**src/rtl/tfvc_pkg.sv**
```systemverilog
package tfvc_pkg;

    // Field widths
    localparam int POSITION_BITS      = 16;
    localparam int LABEL_BITS         = 8;
    localparam int GAIN_FRACTION_BITS = 12;

    localparam int WANTED_W   = LABEL_BITS + 1;
    localparam int CFG_DATA_W = (WANTED_W > 16) ? WANTED_W : 16;
    localparam int CFG_IDX_W  = 3;

    // Forward error: signed position minus a 15-bit standoff
    localparam int ERR_W  = ((POSITION_BITS > 15) ? POSITION_BITS : 16) + 1;
    // Signed product of the error and a 17-bit signed view of a gain
    localparam int PROD_W = ERR_W + 17;

    // Label filter value that accepts any class
    localparam logic [WANTED_W-1:0] ANY_LABEL = WANTED_W'(1) << LABEL_BITS;

    // Register reset values
    localparam logic                 RST_FOLLOW_ENABLE = 1'b1;
    localparam logic [WANTED_W-1:0]  RST_WANTED_LABEL  = ANY_LABEL;
    localparam logic [14:0]          RST_STANDOFF      = 15'd1000;
    localparam logic [15:0]          RST_FORWARD_GAIN  = 16'd2458;
    localparam logic [15:0]          RST_TURN_GAIN     = 16'd4915;
    localparam logic [14:0]          RST_FORWARD_LIMIT = 15'd400;
    localparam logic [14:0]          RST_TURN_LIMIT    = 15'd800;
    localparam logic [15:0]          RST_STALE_AFTER   = 16'd500;

    typedef enum logic [1:0] {
        ACT_DETECT  = 2'd0,
        ACT_STATUS  = 2'd1,
        ACT_PUBLISH = 2'd2,
        ACT_NONE    = 2'd3
    } t_action;

    typedef enum logic [CFG_IDX_W-1:0] {
        REG_FOLLOW_ENABLE = 3'd0,
        REG_WANTED_LABEL  = 3'd1,
        REG_STANDOFF      = 3'd2,
        REG_FORWARD_GAIN  = 3'd3,
        REG_TURN_GAIN     = 3'd4,
        REG_FORWARD_LIMIT = 3'd5,
        REG_TURN_LIMIT    = 3'd6,
        REG_STALE_AFTER   = 3'd7
    } t_reg_index;

    typedef enum logic [1:0] {
        FS_DISABLED = 2'd0,
        FS_BLOCKED  = 2'd1,
        FS_WAITING  = 2'd2,
        FS_TRACKING = 2'd3
    } t_follow_state;

    typedef struct packed {
        logic [1:0]                      action;
        logic                            object_present;
        logic                            has_position;
        logic [LABEL_BITS-1:0]           object_label;
        logic [15:0]                     confidence;
        logic signed [POSITION_BITS-1:0] lateral_mm;
        logic signed [POSITION_BITS-1:0] forward_mm;
        logic                            frame_last;
        logic [31:0]                     time_ms;
        logic                            mode_tracking;
        logic                            ai_on;
        logic                            fault_or_estop;
    } t_in_item;

    typedef struct packed {
        logic signed [15:0]    linear_speed;
        logic signed [15:0]    angular_speed;
        logic [1:0]            follow_state;
        logic [LABEL_BITS-1:0] followed_label;
    } t_out_item;

    typedef struct packed {
        logic                follow_enable;
        logic [WANTED_W-1:0] wanted_label;
        logic [14:0]         standoff_distance_mm;
        logic [15:0]         forward_gain;
        logic [15:0]         turn_gain;
        logic [14:0]         forward_speed_limit;
        logic [14:0]         turn_speed_limit;
        logic [15:0]         stale_after_ms;
    } t_cfg;

    // Target and permission state seen by the command logic
    typedef struct packed {
        logic                            target_valid;
        logic signed [POSITION_BITS-1:0] target_x;
        logic signed [POSITION_BITS-1:0] target_z;
        logic [LABEL_BITS-1:0]           target_class;
        logic [31:0]                     target_time;
        logic                            status_seen;
        logic                            command_allowed;
    } t_track;

    // Scale a Q product down, round half away from zero, clamp to +-limit
    function automatic logic signed [15:0] scale_clamp(
        input logic signed [PROD_W-1:0] prod,
        input logic [14:0]              limit
    );
        logic                             neg;
        logic [PROD_W-1:0]                mag;
        logic [PROD_W:0]                  rnd;
        logic [PROD_W-GAIN_FRACTION_BITS:0] r;
        logic [14:0]                      sat;
        logic [15:0]                      ext;
        neg = prod[PROD_W-1];
        mag = neg ? PROD_W'(-prod) : PROD_W'(prod);
        rnd = {1'b0, mag} + ((PROD_W + 1)'(1) << (GAIN_FRACTION_BITS - 1));
        r   = rnd[PROD_W:GAIN_FRACTION_BITS];
        if (r > (PROD_W - GAIN_FRACTION_BITS + 1)'(limit)) begin
            sat = limit;
        end else begin
            sat = r[14:0];
        end
        ext = {1'b0, sat};
        return neg ? $signed(16'(-ext)) : $signed(ext);
    endfunction

endpackage

```
**src/rtl/tfvc_tracker.sv**
```systemverilog
module tfvc_tracker (
    input  logic                                i_clk,
    input  logic                                i_rst_n,
    input  logic                                i_fire,
    input  tfvc_pkg::t_in_item                  i_item,
    input  logic [tfvc_pkg::WANTED_W-1:0]       i_wanted_label,
    output tfvc_pkg::t_track                    o_track
);
    import tfvc_pkg::*;

    // frame accumulator
    logic                            r_found;
    logic [15:0]                     r_best_conf;
    logic signed [POSITION_BITS-1:0] r_best_x;
    logic signed [POSITION_BITS-1:0] r_best_z;
    logic [LABEL_BITS-1:0]           r_best_label;
    // target and permission
    logic                            r_tgt_valid;
    logic signed [POSITION_BITS-1:0] r_tgt_x;
    logic signed [POSITION_BITS-1:0] r_tgt_z;
    logic [LABEL_BITS-1:0]           r_tgt_class;
    logic [31:0]                     r_tgt_time;
    logic                            r_status_seen;
    logic                            r_cmd_allowed;

    logic is_detect;
    logic is_status;
    logic label_ok;
    logic qualifies;
    logic take;
    logic n_found;
    logic signed [POSITION_BITS-1:0] n_best_x;
    logic signed [POSITION_BITS-1:0] n_best_z;
    logic [LABEL_BITS-1:0]           n_best_label;

    // object filter and best-so-far compare
    always_comb begin
        is_detect = i_fire && (t_action'(i_item.action) == ACT_DETECT);
        is_status = i_fire && (t_action'(i_item.action) == ACT_STATUS);
        label_ok  = (i_wanted_label == ANY_LABEL) ||
                    (i_wanted_label == {1'b0, i_item.object_label});
        qualifies = i_item.object_present && i_item.has_position && label_ok;
        take      = is_detect && qualifies &&
                    (!r_found || (i_item.confidence > r_best_conf));
        n_found      = r_found || take;
        n_best_x     = take ? i_item.lateral_mm   : r_best_x;
        n_best_z     = take ? i_item.forward_mm   : r_best_z;
        n_best_label = take ? i_item.object_label : r_best_label;
    end

    // accumulator payload
    always_ff @(posedge i_clk) begin
        if (take) begin
            r_best_conf  <= i_item.confidence;
            r_best_x     <= i_item.lateral_mm;
            r_best_z     <= i_item.forward_mm;
            r_best_label <= i_item.object_label;
        end
    end

    // frame close moves the winner into the target
    always_ff @(posedge i_clk) begin
        if (!i_rst_n) begin
            r_found       <= 1'b0;
            r_tgt_valid   <= 1'b0;
            r_status_seen <= 1'b0;
            r_cmd_allowed <= 1'b0;
        end else begin
            if (is_detect && i_item.frame_last) begin
                r_found     <= 1'b0;
                r_tgt_valid <= n_found;
            end else if (take) begin
                r_found <= 1'b1;
            end
            if (is_status) begin
                r_status_seen <= 1'b1;
                r_cmd_allowed <= i_item.mode_tracking && i_item.ai_on &&
                                 !i_item.fault_or_estop;
            end
        end
    end

    always_ff @(posedge i_clk) begin
        if (is_detect && i_item.frame_last && n_found) begin
            r_tgt_x     <= n_best_x;
            r_tgt_z     <= n_best_z;
            r_tgt_class <= n_best_label;
            r_tgt_time  <= i_item.time_ms;
        end
    end

    always_comb begin
        o_track.target_valid    = r_tgt_valid;
        o_track.target_x        = r_tgt_x;
        o_track.target_z        = r_tgt_z;
        o_track.target_class    = r_tgt_class;
        o_track.target_time     = r_tgt_time;
        o_track.status_seen     = r_status_seen;
        o_track.command_allowed = r_cmd_allowed;
    end

endmodule

```
**src/rtl/tfvc_command.sv**
```systemverilog
module tfvc_command (
    input  tfvc_pkg::t_cfg      i_cfg,
    input  tfvc_pkg::t_track    i_track,
    input  logic [31:0]         i_time_ms,
    output tfvc_pkg::t_out_item o_result
);
    import tfvc_pkg::*;

    logic [31:0]              age;
    logic                     fresh;
    t_follow_state            state;
    logic signed [ERR_W-1:0]  ferr;
    logic signed [PROD_W-1:0] lin_prod;
    logic signed [PROD_W-1:0] ang_prod;

    // state decision
    always_comb begin
        age   = i_time_ms - i_track.target_time;
        fresh = i_track.target_valid && (age <= {16'd0, i_cfg.stale_after_ms});
        if (!i_cfg.follow_enable) begin
            state = FS_DISABLED;
        end else if (!i_track.status_seen || !i_track.command_allowed) begin
            state = FS_BLOCKED;
        end else if (!fresh) begin
            state = FS_WAITING;
        end else begin
            state = FS_TRACKING;
        end
    end

    // proportional terms
    always_comb begin
        ferr     = ERR_W'(i_track.target_z) -
                   $signed({{(ERR_W - 15){1'b0}}, i_cfg.standoff_distance_mm});
        lin_prod = PROD_W'(ferr) * $signed({{(PROD_W - 16){1'b0}}, i_cfg.forward_gain});
        ang_prod = -(PROD_W'(i_track.target_x) *
                     $signed({{(PROD_W - 16){1'b0}}, i_cfg.turn_gain}));
    end

    // result, zero outside tracking
    always_comb begin
        o_result.follow_state = state;
        if (state == FS_TRACKING) begin
            o_result.linear_speed   = scale_clamp(lin_prod, i_cfg.forward_speed_limit);
            o_result.angular_speed  = scale_clamp(ang_prod, i_cfg.turn_speed_limit);
            o_result.followed_label = i_track.target_class;
        end else begin
            o_result.linear_speed   = '0;
            o_result.angular_speed  = '0;
            o_result.followed_label = '0;
        end
    end

endmodule

```
**src/rtl/target_follow_velocity_controller.sv**
```systemverilog
// Channel   Direction  Handshake              Payload
// in        input      i_in_valid/o_in_stall   i_in  (t_in_item)
// out       output     o_out_valid/i_out_stall o_out (t_out_item, publish only)
// cfg       input      i_cfg_valid/o_cfg_ready i_cfg_index, i_cfg_data
//
// One request per cycle while the input is not stalled. A request waits in the
// input register until it fires and updates the tracker; a publish that fires
// lands in the output register. The input stalls only while a publish waits in
// the input register and the output register holds a result that is itself
// stalled. Synchronous active-low reset restores register defaults and clears
// valid and tracker flags.
module target_follow_velocity_controller (
    input  logic                                i_clk,
    input  logic                                i_rst_n,
    input  logic                                i_in_valid,
    output logic                                o_in_stall,
    input  tfvc_pkg::t_in_item                  i_in,
    output logic                                o_out_valid,
    input  logic                                i_out_stall,
    output tfvc_pkg::t_out_item                 o_out,
    input  logic                                i_cfg_valid,
    output logic                                o_cfg_ready,
    input  logic [tfvc_pkg::CFG_IDX_W-1:0]      i_cfg_index,
    input  logic [tfvc_pkg::CFG_DATA_W-1:0]     i_cfg_data
);
    import tfvc_pkg::*;

    t_cfg      r_cfg;
    t_in_item  r_in;
    logic      r_in_valid;
    t_out_item r_out;
    logic      r_out_valid;

    logic      is_publish;
    logic      fire;
    logic      in_take;
    t_track    track;
    t_out_item result;

    // configuration registers
    assign o_cfg_ready = 1'b1;

    always_ff @(posedge i_clk) begin
        if (!i_rst_n) begin
            r_cfg.follow_enable        <= RST_FOLLOW_ENABLE;
            r_cfg.wanted_label         <= RST_WANTED_LABEL;
            r_cfg.standoff_distance_mm <= RST_STANDOFF;
            r_cfg.forward_gain         <= RST_FORWARD_GAIN;
            r_cfg.turn_gain            <= RST_TURN_GAIN;
            r_cfg.forward_speed_limit  <= RST_FORWARD_LIMIT;
            r_cfg.turn_speed_limit     <= RST_TURN_LIMIT;
            r_cfg.stale_after_ms       <= RST_STALE_AFTER;
        end else if (i_cfg_valid) begin
            unique case (t_reg_index'(i_cfg_index))
                REG_FOLLOW_ENABLE: r_cfg.follow_enable        <= i_cfg_data[0];
                REG_WANTED_LABEL:  r_cfg.wanted_label         <= i_cfg_data[WANTED_W-1:0];
                REG_STANDOFF:      r_cfg.standoff_distance_mm <= i_cfg_data[14:0];
                REG_FORWARD_GAIN:  r_cfg.forward_gain         <= i_cfg_data[15:0];
                REG_TURN_GAIN:     r_cfg.turn_gain            <= i_cfg_data[15:0];
                REG_FORWARD_LIMIT: r_cfg.forward_speed_limit  <= i_cfg_data[14:0];
                REG_TURN_LIMIT:    r_cfg.turn_speed_limit     <= i_cfg_data[14:0];
                REG_STALE_AFTER:   r_cfg.stale_after_ms       <= i_cfg_data[15:0];
                default: ;
            endcase
        end
    end

    // flow control: only a publish needs room in the output register
    always_comb begin
        is_publish = t_action'(r_in.action) == ACT_PUBLISH;
        fire       = r_in_valid && (!is_publish || !r_out_valid || !i_out_stall);
        o_in_stall = r_in_valid && !fire;
        in_take    = i_in_valid && !o_in_stall;
    end

    // input register
    always_ff @(posedge i_clk) begin
        if (!i_rst_n) begin
            r_in_valid <= 1'b0;
        end else if (in_take) begin
            r_in_valid <= 1'b1;
        end else if (fire) begin
            r_in_valid <= 1'b0;
        end
    end

    always_ff @(posedge i_clk) begin
        if (in_take) begin
            r_in <= i_in;
        end
    end

    tfvc_tracker u_tracker (
        .i_clk          (i_clk),
        .i_rst_n        (i_rst_n),
        .i_fire         (fire),
        .i_item         (r_in),
        .i_wanted_label (r_cfg.wanted_label),
        .o_track        (track)
    );

    tfvc_command u_command (
        .i_cfg     (r_cfg),
        .i_track   (track),
        .i_time_ms (r_in.time_ms),
        .o_result  (result)
    );

    // output register
    always_ff @(posedge i_clk) begin
        if (!i_rst_n) begin
            r_out_valid <= 1'b0;
        end else if (fire && is_publish) begin
            r_out_valid <= 1'b1;
        end else if (!i_out_stall) begin
            r_out_valid <= 1'b0;
        end
    end

    always_ff @(posedge i_clk) begin
        if (fire && is_publish) begin
            r_out <= result;
        end
    end

    assign o_out_valid = r_out_valid;
    assign o_out       = r_out;

    // a publish that fires always shows a result next cycle
    a_publish_lands: assert property (@(posedge i_clk) disable iff (!i_rst_n)
        fire && is_publish |=> r_out_valid)
        else $error("publish request lost");

    // detection and status requests never hold up the input
    a_no_stall_non_publish: assert property (@(posedge i_clk) disable iff (!i_rst_n)
        r_in_valid && !is_publish |-> !o_in_stall)
        else $error("non-publish request stalled");

    // outside tracking the command is a full stop with no label
    a_stop_when_idle: assert property (@(posedge i_clk) disable iff (!i_rst_n)
        r_out_valid && (t_follow_state'(r_out.follow_state) != FS_TRACKING) |->
        (r_out.linear_speed == '0) && (r_out.angular_speed == '0) &&
        (r_out.followed_label == '0))
        else $error("nonzero command outside tracking");

    // a held result is not overwritten
    a_no_overwrite: assert property (@(posedge i_clk) disable iff (!i_rst_n)
        r_out_valid && i_out_stall |-> !(fire && is_publish))
        else $error("stalled result overwritten");

endmodule
```
**config.mk**
```make
export PLATFORM = sky130hd
export DESIGN_NAME = target_follow_velocity_controller
export DESIGN_NICKNAME = d
export VERILOG_FILES = /design/src/rtl/tfvc_pkg.sv /design/src/rtl/tfvc_tracker.sv /design/src/rtl/tfvc_command.sv /design/src/rtl/target_follow_velocity_controller.sv
export SDC_FILE = /design/constraint.sdc
export NUM_CORES = 2
export LEC_CHECK = 0
export ABC_AREA = 1
export BUFFER_PORTS_ARGS = -buffer_cell sky130_fd_sc_hd__buf_2
export CAP_MARGIN = 20
export CELL_PAD_IN_SITES_DETAIL_PLACEMENT = 1
export CELL_PAD_IN_SITES_GLOBAL_PLACEMENT = 2
export CORE_MARGIN = 2
export CORE_UTILIZATION = 27
export DETAILED_ROUTE_END_ITERATION = 12
export PLACE_DENSITY_LB_ADDON = 0.1
export SLEW_MARGIN = 20
export SYNTH_ARGS = -nofsm -noshare
export SYNTH_HDL_FRONTEND = slang
export SYNTH_SLANG_ARGS = --single-unit
```
**constraint.sdc**
```tcl
create_clock -name i_clk -period 18.7 [get_ports i_clk]
set_input_delay 0.935 -clock i_clk [delete_from_list [all_inputs] [get_ports i_clk]]
set_output_delay 0.935 -clock i_clk [all_outputs]
set_load 0.03 [all_outputs]
```
# --- After elaboration in Yosys (flattened, before gate mapping) ---
# Cells that the tools add are included.
totals:
  reg_bits: 375
  input_bits: 120
  output_inout_bits: 45
  wordCells: 131
classes:
  addsub: 9
  multipliers: 2
  magnitude_cmp: 4
  eq_ne: 13
  muxes: 18
  bitwise: 1
  n_reduce_logical: 44
ops:
  columns: ["operator", "n"]
  rows:
  - ["$neg A34 Y34", 3]
  - ["$mux W15", 6]
  - ["$add A34 B12 Y35 const B", 2]
  - ["$mux W34", 2]
  - ["$gt A23 B15 Y1", 2]
  - ["$mul A17 B17 Y34", 1]
  - ["$mul A16 B17 Y33", 1]
  - ["$le A32 B16 Y1", 1]
  - ["$mux W16", 2]
  - ["$neg A15 Y16", 2]
  - ["$sub A32 B32 Y32", 1]
  - ["$reduce_and A2 Y1", 10]
  - ["$sub A16 B16 Y17", 1]
  - ["$gt A16 B16 Y1", 1]
  - ["$logic_and A1 B1 Y1", 15]
  - ["$eq A3 B3 Y1 const B", 4]
  - ["$eq A9 B8 Y1", 1]
  - ["$eq A9 B9 Y1 const B", 1]
  - ["$logic_not A1 Y1", 9]
  - ["$mux W8", 1]
  - ["$eq A3 B2 Y1 const B", 2]
  - ["$logic_or A1 B1 Y1", 6]
  - ["$mux W1", 5]
  - ["$eq A2 B2 Y1 const B", 2]
  - ["other kinds (9)", 10]

# --- Depth between registers and ports, before layout ---
logic_depth:
  word_depth: 10
  ltp_mapped: 83
  ltp_nobuf: 81

# --- Cells and area by module ---
# Synthesis repeated with hierarchy kept, for this count alone.
unflattened:
  cells_unflattened: 5862
  area_unflattened_um2: 43639.4
by_module_without_submodules:
  columns: ["module", "instances", "cells_per_inst", "area_each_um2", "seq_area_each_um2"]
  rows:
  - ["tfvc_command", 1, 4741, 30499.3, 0.0]
  - ["target_follow_velocity_controller", 1, 717, 8240.4, 6246.0]
  - ["tfvc_tracker", 1, 404, 4899.7, 3523.4]

# --- Least setup slack after synthesis ---
# No wires, ideal clock.
synth_path:
  kind: "register -> register"
  from: "register u_tracker.r_tgt_z[0]"
  to: "register r_out (netlist bit o_out[30]) (data pin)"
  setup_time_ns: 0.266
  arrival_time_ns: 11.557
  required_time_ns: 18.434
  path_slack_ns: 6.877
  stages_incl_launch_ff: 73
  n_path_buf: 5
  period_less_slack_ns: 11.823
  cell_sequence: "edfxtp_1 inv_1 ha_1 fa_1 o21ai_0 nand2_1 nand2_1 a21oi_1 or2_2 nand2_1 a21oi_1 or2_2 nand2_1 a21oi_1 o21ai_0 a21oi_1 o21ai_0 inv_1 (+37 left out) nand2_1 nor2_1 nand2_1 o211ai_1 nand2_1 a32o_1 nand3_1 nor2_1 nand2_1 buf_6 nand2_1 o21ai_1 ha_1 inv_1 nor3_1 or2_1 xor2_1 nor2_1"
synth_via:
  elab_chain_cells: 10
synth_rtl:
  columns: ["element", "line", "source"]
  rows:
  - ["start, declared", "tfvc_tracker.sv:20", "logic signed [POSITION_BITS-1:0] r_tgt_z;"]
  - ["start signal, assigned", "tfvc_tracker.sv:86", "r_tgt_z <= n_best_z;"]
  - ["$sub A16 B16 Y17 (*)", "tfvc_command.sv:33", "ferr = ERR_W'(i_track.target_z) -"]
  - ["$mul A17 B17 Y34 (*)", "tfvc_command.sv:35", "lin_prod = PROD_W'(ferr) * $signed({{(PROD_W - 16){1'b0}}, i_cfg.forward_gain});"]
  - ["$neg A34 Y34", "tfvc_pkg.sv:111", "mag = neg ? PROD_W'(-prod) : PROD_W'(prod);"]
  - ["$mux W34", "tfvc_pkg.sv:111", null]
  - ["$add A34 B12 Y35", "tfvc_pkg.sv:112", "rnd = {1'b0, mag} + ((PROD_W + 1)'(1) << (GAIN_FRACTION_BITS - 1));"]
  - ["$gt A23 B15 Y1", "tfvc_pkg.sv:114", "if (r > (PROD_W - GAIN_FRACTION_BITS + 1)'(limit)) begin"]
  - ["$mux W15", "tfvc_pkg.sv:114", null]
  - ["$mux W15", "tfvc_command.sv:43", "if (state == FS_TRACKING) begin"]
  - ["$neg A15 Y16", "tfvc_pkg.sv:120", "return neg ? $signed(16'(-ext)) : $signed(ext);"]
  - ["$mux W15 (*)", "tfvc_pkg.sv:120", null]
  - ["end signal, assigned", "target_follow_velocity_controller.sv:122", "r_out <= result;"]
  - ["end, declared", "target_follow_velocity_controller.sv:31", "t_out_item r_out;"]
# Mark *: on every way between the ends. The rest lies on a longest branch, timed or not. The select of a mux whose other input is x is not followed.
# A chain may end at the register's enable or synchronous reset.

# --- Final worst setup path ---
layout_path:
  from: "register u_tracker.r_tgt_z[0]"
  to: "register r_out (netlist bit o_out[34]) (data pin)"
# Same word-level chain as after synthesis.

==> run_summary.xml <==
<?xml version="1.0" encoding="UTF-8"?>
<metrics>
  <group name="outcome">
    <metric name="status" unit="">finished, final reports clean</metric>
  </group>
  <group name="grt">
    <metric name="grtUsageMet3" unit="%">2.53</metric>
    <metric name="grt_remaining_overflow" unit="">0</metric>
    <metric name="met2_use_gr" unit="%">33.1</metric>
    <metric name="number_of_global_route_vias_before_repair" unit="">38384</metric>
    <metric name="global_routing_met1_resource_utilization" unit="%">25.0</metric>
    <metric name="grt_most_used_layer" unit="">met2</metric>
    <metric name="initial_antenna_violation_count" unit="">12</metric>
    <metric name="track_usage" unit="%">19.1</metric>
    <metric name="grt_max_degree" unit="">84</metric>
    <metric name="first_pass_grt_wire_length" unit="mm">234</metric>
  </group>
  <group name="timing">
    <metric name="rsz0062_at_grt" unit="">false</metric>
    <metric name="worstMarginPinSlew" unit="ns">1.10</metric>
    <metric name="fin_crit" unit="ns">15.32</metric>
    <metric name="fmaxAchievable" unit="MHz">65.3</metric>
    <metric name="slew_violations" unit="">0</metric>
    <metric name="fin_skew" unit="ns">0.0437</metric>
    <metric name="final_min_period_over_clock_period" unit="%">81.9</metric>
    <metric name="slew_headroom" unit="%">26.4</metric>
    <metric name="fin_worst_hold_slack" unit="ns">0.427</metric>
    <metric name="setup_violations" unit="">0</metric>
    <metric name="totalNegativeSetupSlack" unit="ns">0</metric>
    <metric name="finalHoldViolCount" unit="">0</metric>
  </group>
  <group name="detailed_routing">
    <metric name="overall_via_count_from_detail_route" unit="">34659</metric>
    <metric name="first_pass_iters" unit="">5</metric>
    <metric name="drt-total-wl" unit="mm">150</metric>
    <metric name="routed_via_density" unit="">4.50</metric>
    <metric name="antenna_violating_nets_post_route" unit="">0</metric>
    <metric name="avgRoutedWirePerCell" unit="um">19.5</metric>
    <metric name="detailedRoute.firstIterationViolations" unit="">1248</metric>
    <metric name="drcViolationCount" unit="">0</metric>
  </group>
  <group name="synthesis">
    <metric name="synth-edff-count" unit="">226</metric>
    <metric name="synth.yosys.warnings" unit="">0</metric>
    <metric name="seq_area_frac_synth" unit="%">23.0</metric>
    <metric name="yosys.cell_count.top_type" unit="">nand2_1</metric>
    <metric name="ys_top_cells_by_count" unit="">nand2_1, inv_1, nor2_1, fa_1, ha_1</metric>
    <metric name="dominantRegCellSynth" unit="">edfxtp_1</metric>
    <metric name="synth.largest_area_cell" unit="">fa_1</metric>
    <metric name="synthesis.area_per_instance" unit="um2">7.71</metric>
    <metric name="postSynthNetCount" unit="">6414</metric>
    <metric name="postSynthRegisterBits" unit="">375</metric>
    <metric name="synth_async_sr_flop_share" unit="%">0</metric>
    <metric name="netlist.area_leader.share" unit="%">22.1</metric>
    <metric name="cell_area_after_synthesis" unit="um2">42400</metric>
    <metric name="synth_area_leaders" unit="">fa_1, edfxtp_1, nand2_1</metric>
    <metric name="synth.lib_cells_used.distinct" unit="">64</metric>
    <metric name="synth_cells" unit="">5502</metric>
  </group>
  <group name="finish">
    <metric name="final_layout_size_suffix_gt1_share" unit="%">9.06</metric>
    <metric name="area_growth" unit="%">11.3</metric>
    <metric name="finalCoreUtilization" unit="%">30.2</metric>
    <metric name="layout.nets" unit="">6511</metric>
    <metric name="fillerInstances" unit="">18891</metric>
  </group>
  <group name="setup_path">
    <metric name="crit_path_dat" unit="ns">15.68</metric>
    <metric name="startpoint" unit="">u_tracker.r_tgt_z[0]</metric>
    <metric name="timing.critical_path.slowest_stage_cell" unit="">fa_1</metric>
    <metric name="rr_endpoint" unit="">o_out[34]</metric>
    <metric name="critPathCaptureType" unit="">flip-flop</metric>
    <metric name="critPathMostFrequentCell" unit="">nand2_1</metric>
    <metric name="worst-endpoint-required" unit="ns">19.06</metric>
    <metric name="timing.reg2reg.setup_slack" unit="ns">3.38</metric>
    <metric name="crit_path_max_incr_delay" unit="ns">0.99</metric>
    <metric name="crit_path_end" unit="">o_out[34]</metric>
    <metric name="timing.setup.critical_path_class" unit="">flip-flop to flip-flop</metric>
    <metric name="crit_path_max_fanout" unit="">36</metric>
    <metric name="startpoint_type" unit="">flip-flop</metric>
    <metric name="crit-reg2reg-launch" unit="">u_tracker.r_tgt_z[0]</metric>
    <metric name="worst_r2r_path_depth" unit="">67</metric>
  </group>
  <group name="floorplanning">
    <metric name="die_w" unit="um">400</metric>
    <metric name="floorplan.core_area" unit="um2">156000</metric>
    <metric name="placement_rows" unit="">145</metric>
    <metric name="num_io_pins" unit="">165</metric>
    <metric name="die-area" unit="um2">160000</metric>
    <metric name="fp.dieH" unit="um">400</metric>
    <metric name="initial_utilization" unit="%">27.2</metric>
  </group>
  <group name="clocking">
    <metric name="cts_max_level" unit="">2</metric>
    <metric name="clock_tree.buffer_depth" unit="">3</metric>
    <metric name="cts.clk_slew.worst_paths" unit="ns">0.06</metric>
    <metric name="cts_tree" unit="">done</metric>
    <metric name="cts_setup_buffers" unit="">0</metric>
    <metric name="tritoncts.num_buffers" unit="">51</metric>
    <metric name="clock-root-buffer" unit="">clkbuf_16</metric>
    <metric name="clock_latency" unit="ns">0.64</metric>
    <metric name="cts-hold-fix-buffers" unit="">0</metric>
    <metric name="post_cts_resize_count" unit="">0</metric>
    <metric name="clock_sinks" unit="">375</metric>
  </group>
  <group name="min_path">
    <metric name="hold_path.class" unit="">flip-flop to flip-flop</metric>
  </group>
  <group name="run">
    <metric name="drv.max_cap_violation_count" unit="">0</metric>
  </group>
  <group name="placement">
    <metric name="io_buffer_count" unit="">163</metric>
    <metric name="gp_congestion" unit="">0.823</metric>
    <metric name="dp.final_hpwl" unit="mm">123</metric>
  </group>
</metrics>
## placed cells by master (no fill, tap or decap), types with 43 or more instances in the layout
cell type and instances:
a21oi_1 192, o21ai_0 138, buf_2 163, nand2_1 1345, fa_1 469, ha_1 323, nor2_2 43, nand4_1 83
nand2_2 50, nor2_1 488, xor2_1 77, nand3_1 232, dfxtp_1 149, xnor2_1 49, clkbuf_16 53, inv_1 1180
edfxtp_1 226
## sequential cells by signal, indices dropped and copies added, names as in the netlist, 32 cells and up
register and cells:
r_cfg 103, r_in 96, o_out 42, u_tracker.r_tgt_time 32
## metal layers
layer | share of wire [%] | vias up
met3 | 3.4 | 155
li1 | - | 16977
met2 | 48 | 409
met1 | 47 | 17116
met4 | 2.4 | 2
met5 | 0.0093 | -
## cells by family (layout without fill, tap and decap cells)
kind of cell	count (synthesis)	count (layout)	synth area share, %
buffers and inverters	1377	1516	12.4
XOR/XNOR	129	129	2.72
AND/OR/NAND/NOR	2384	2384	24.3
other	1	5	0.00884
AO/OA/AOI/OAI	443	443	5.90
flip-flops	375	375	23.0
adder cells (fa/ha/maj)	793	793	31.7
## critical path: cells and delay by family, from the launching register on
family / cells / cell delay [ns]
AOI/OAI and AO/OA: 10 / 1.62
xor gates and xnor gates: 2 / 0.43
adders and majority gates: 11 / 5.31
buffers and inverters: 9 / 0.96
DFF: 1 / 0.32
and+or+nand+nor: 35 / 6.31
## per-stage QoR
| stage | instances | worst slack, ns | cell area [um2] |
|---|---|---|---|
| 2_1_floorplan | 5502 | 6.88 | 42400 |
| 3_3_place_gp | 7604 | 3.40 | 45400 |
| 3_5_place_dp | 7604 | 3.18 | 45400 |
| 4_1_cts | 7699 | 3.10 | 47200 |
| 5_1_grt | 7700 | 1.64 | 47200 |
| 6_report | 7703 | 3.38 | 47200 |
## final cells by class
| type | count | area, um2 | area share, % |
|---|---|---|---|
| Clock inverter | 24 | 267 | 0.565 |
| Inverter | 1231 | 4620 | 9.79 |
| Sequential cell | 375 | 9770 | 20.7 |
| Timing Repair Buffer | 190 | 1020 | 2.16 |
| Multi-Input combinational cell | 3750 | 27400 | 58.1 |
| Clock buffer | 71 | 1480 | 3.15 |
| Tap cell | 2058 | 2570 | 5.46 |
| Antenna cell | 4 | 10.0 | 0.0212 |
## how the worst min path moves through the flow
stage	slack, ns	cells after the start	endpoint	from
floorplan	0.42	2	u_tracker.r_best_x[0]	u_tracker.r_best_x[0]
global placement	0.43	2	u_tracker.r_best_x[12]	u_tracker.r_best_x[12]
detailed placement	0.44	2	u_tracker.r_best_x[9]	u_tracker.r_best_x[9]
CTS	0.40	1	r_in[37]	i_in[37]
global route	0.42	1	r_in[1]	i_in[1]
finish	0.43	0	u_tracker.r_tgt_time[29]	r_in[32]
Power is not shown: default switching activity piles up to over one toggle a cycle in this logic, so the estimate is an artifact.
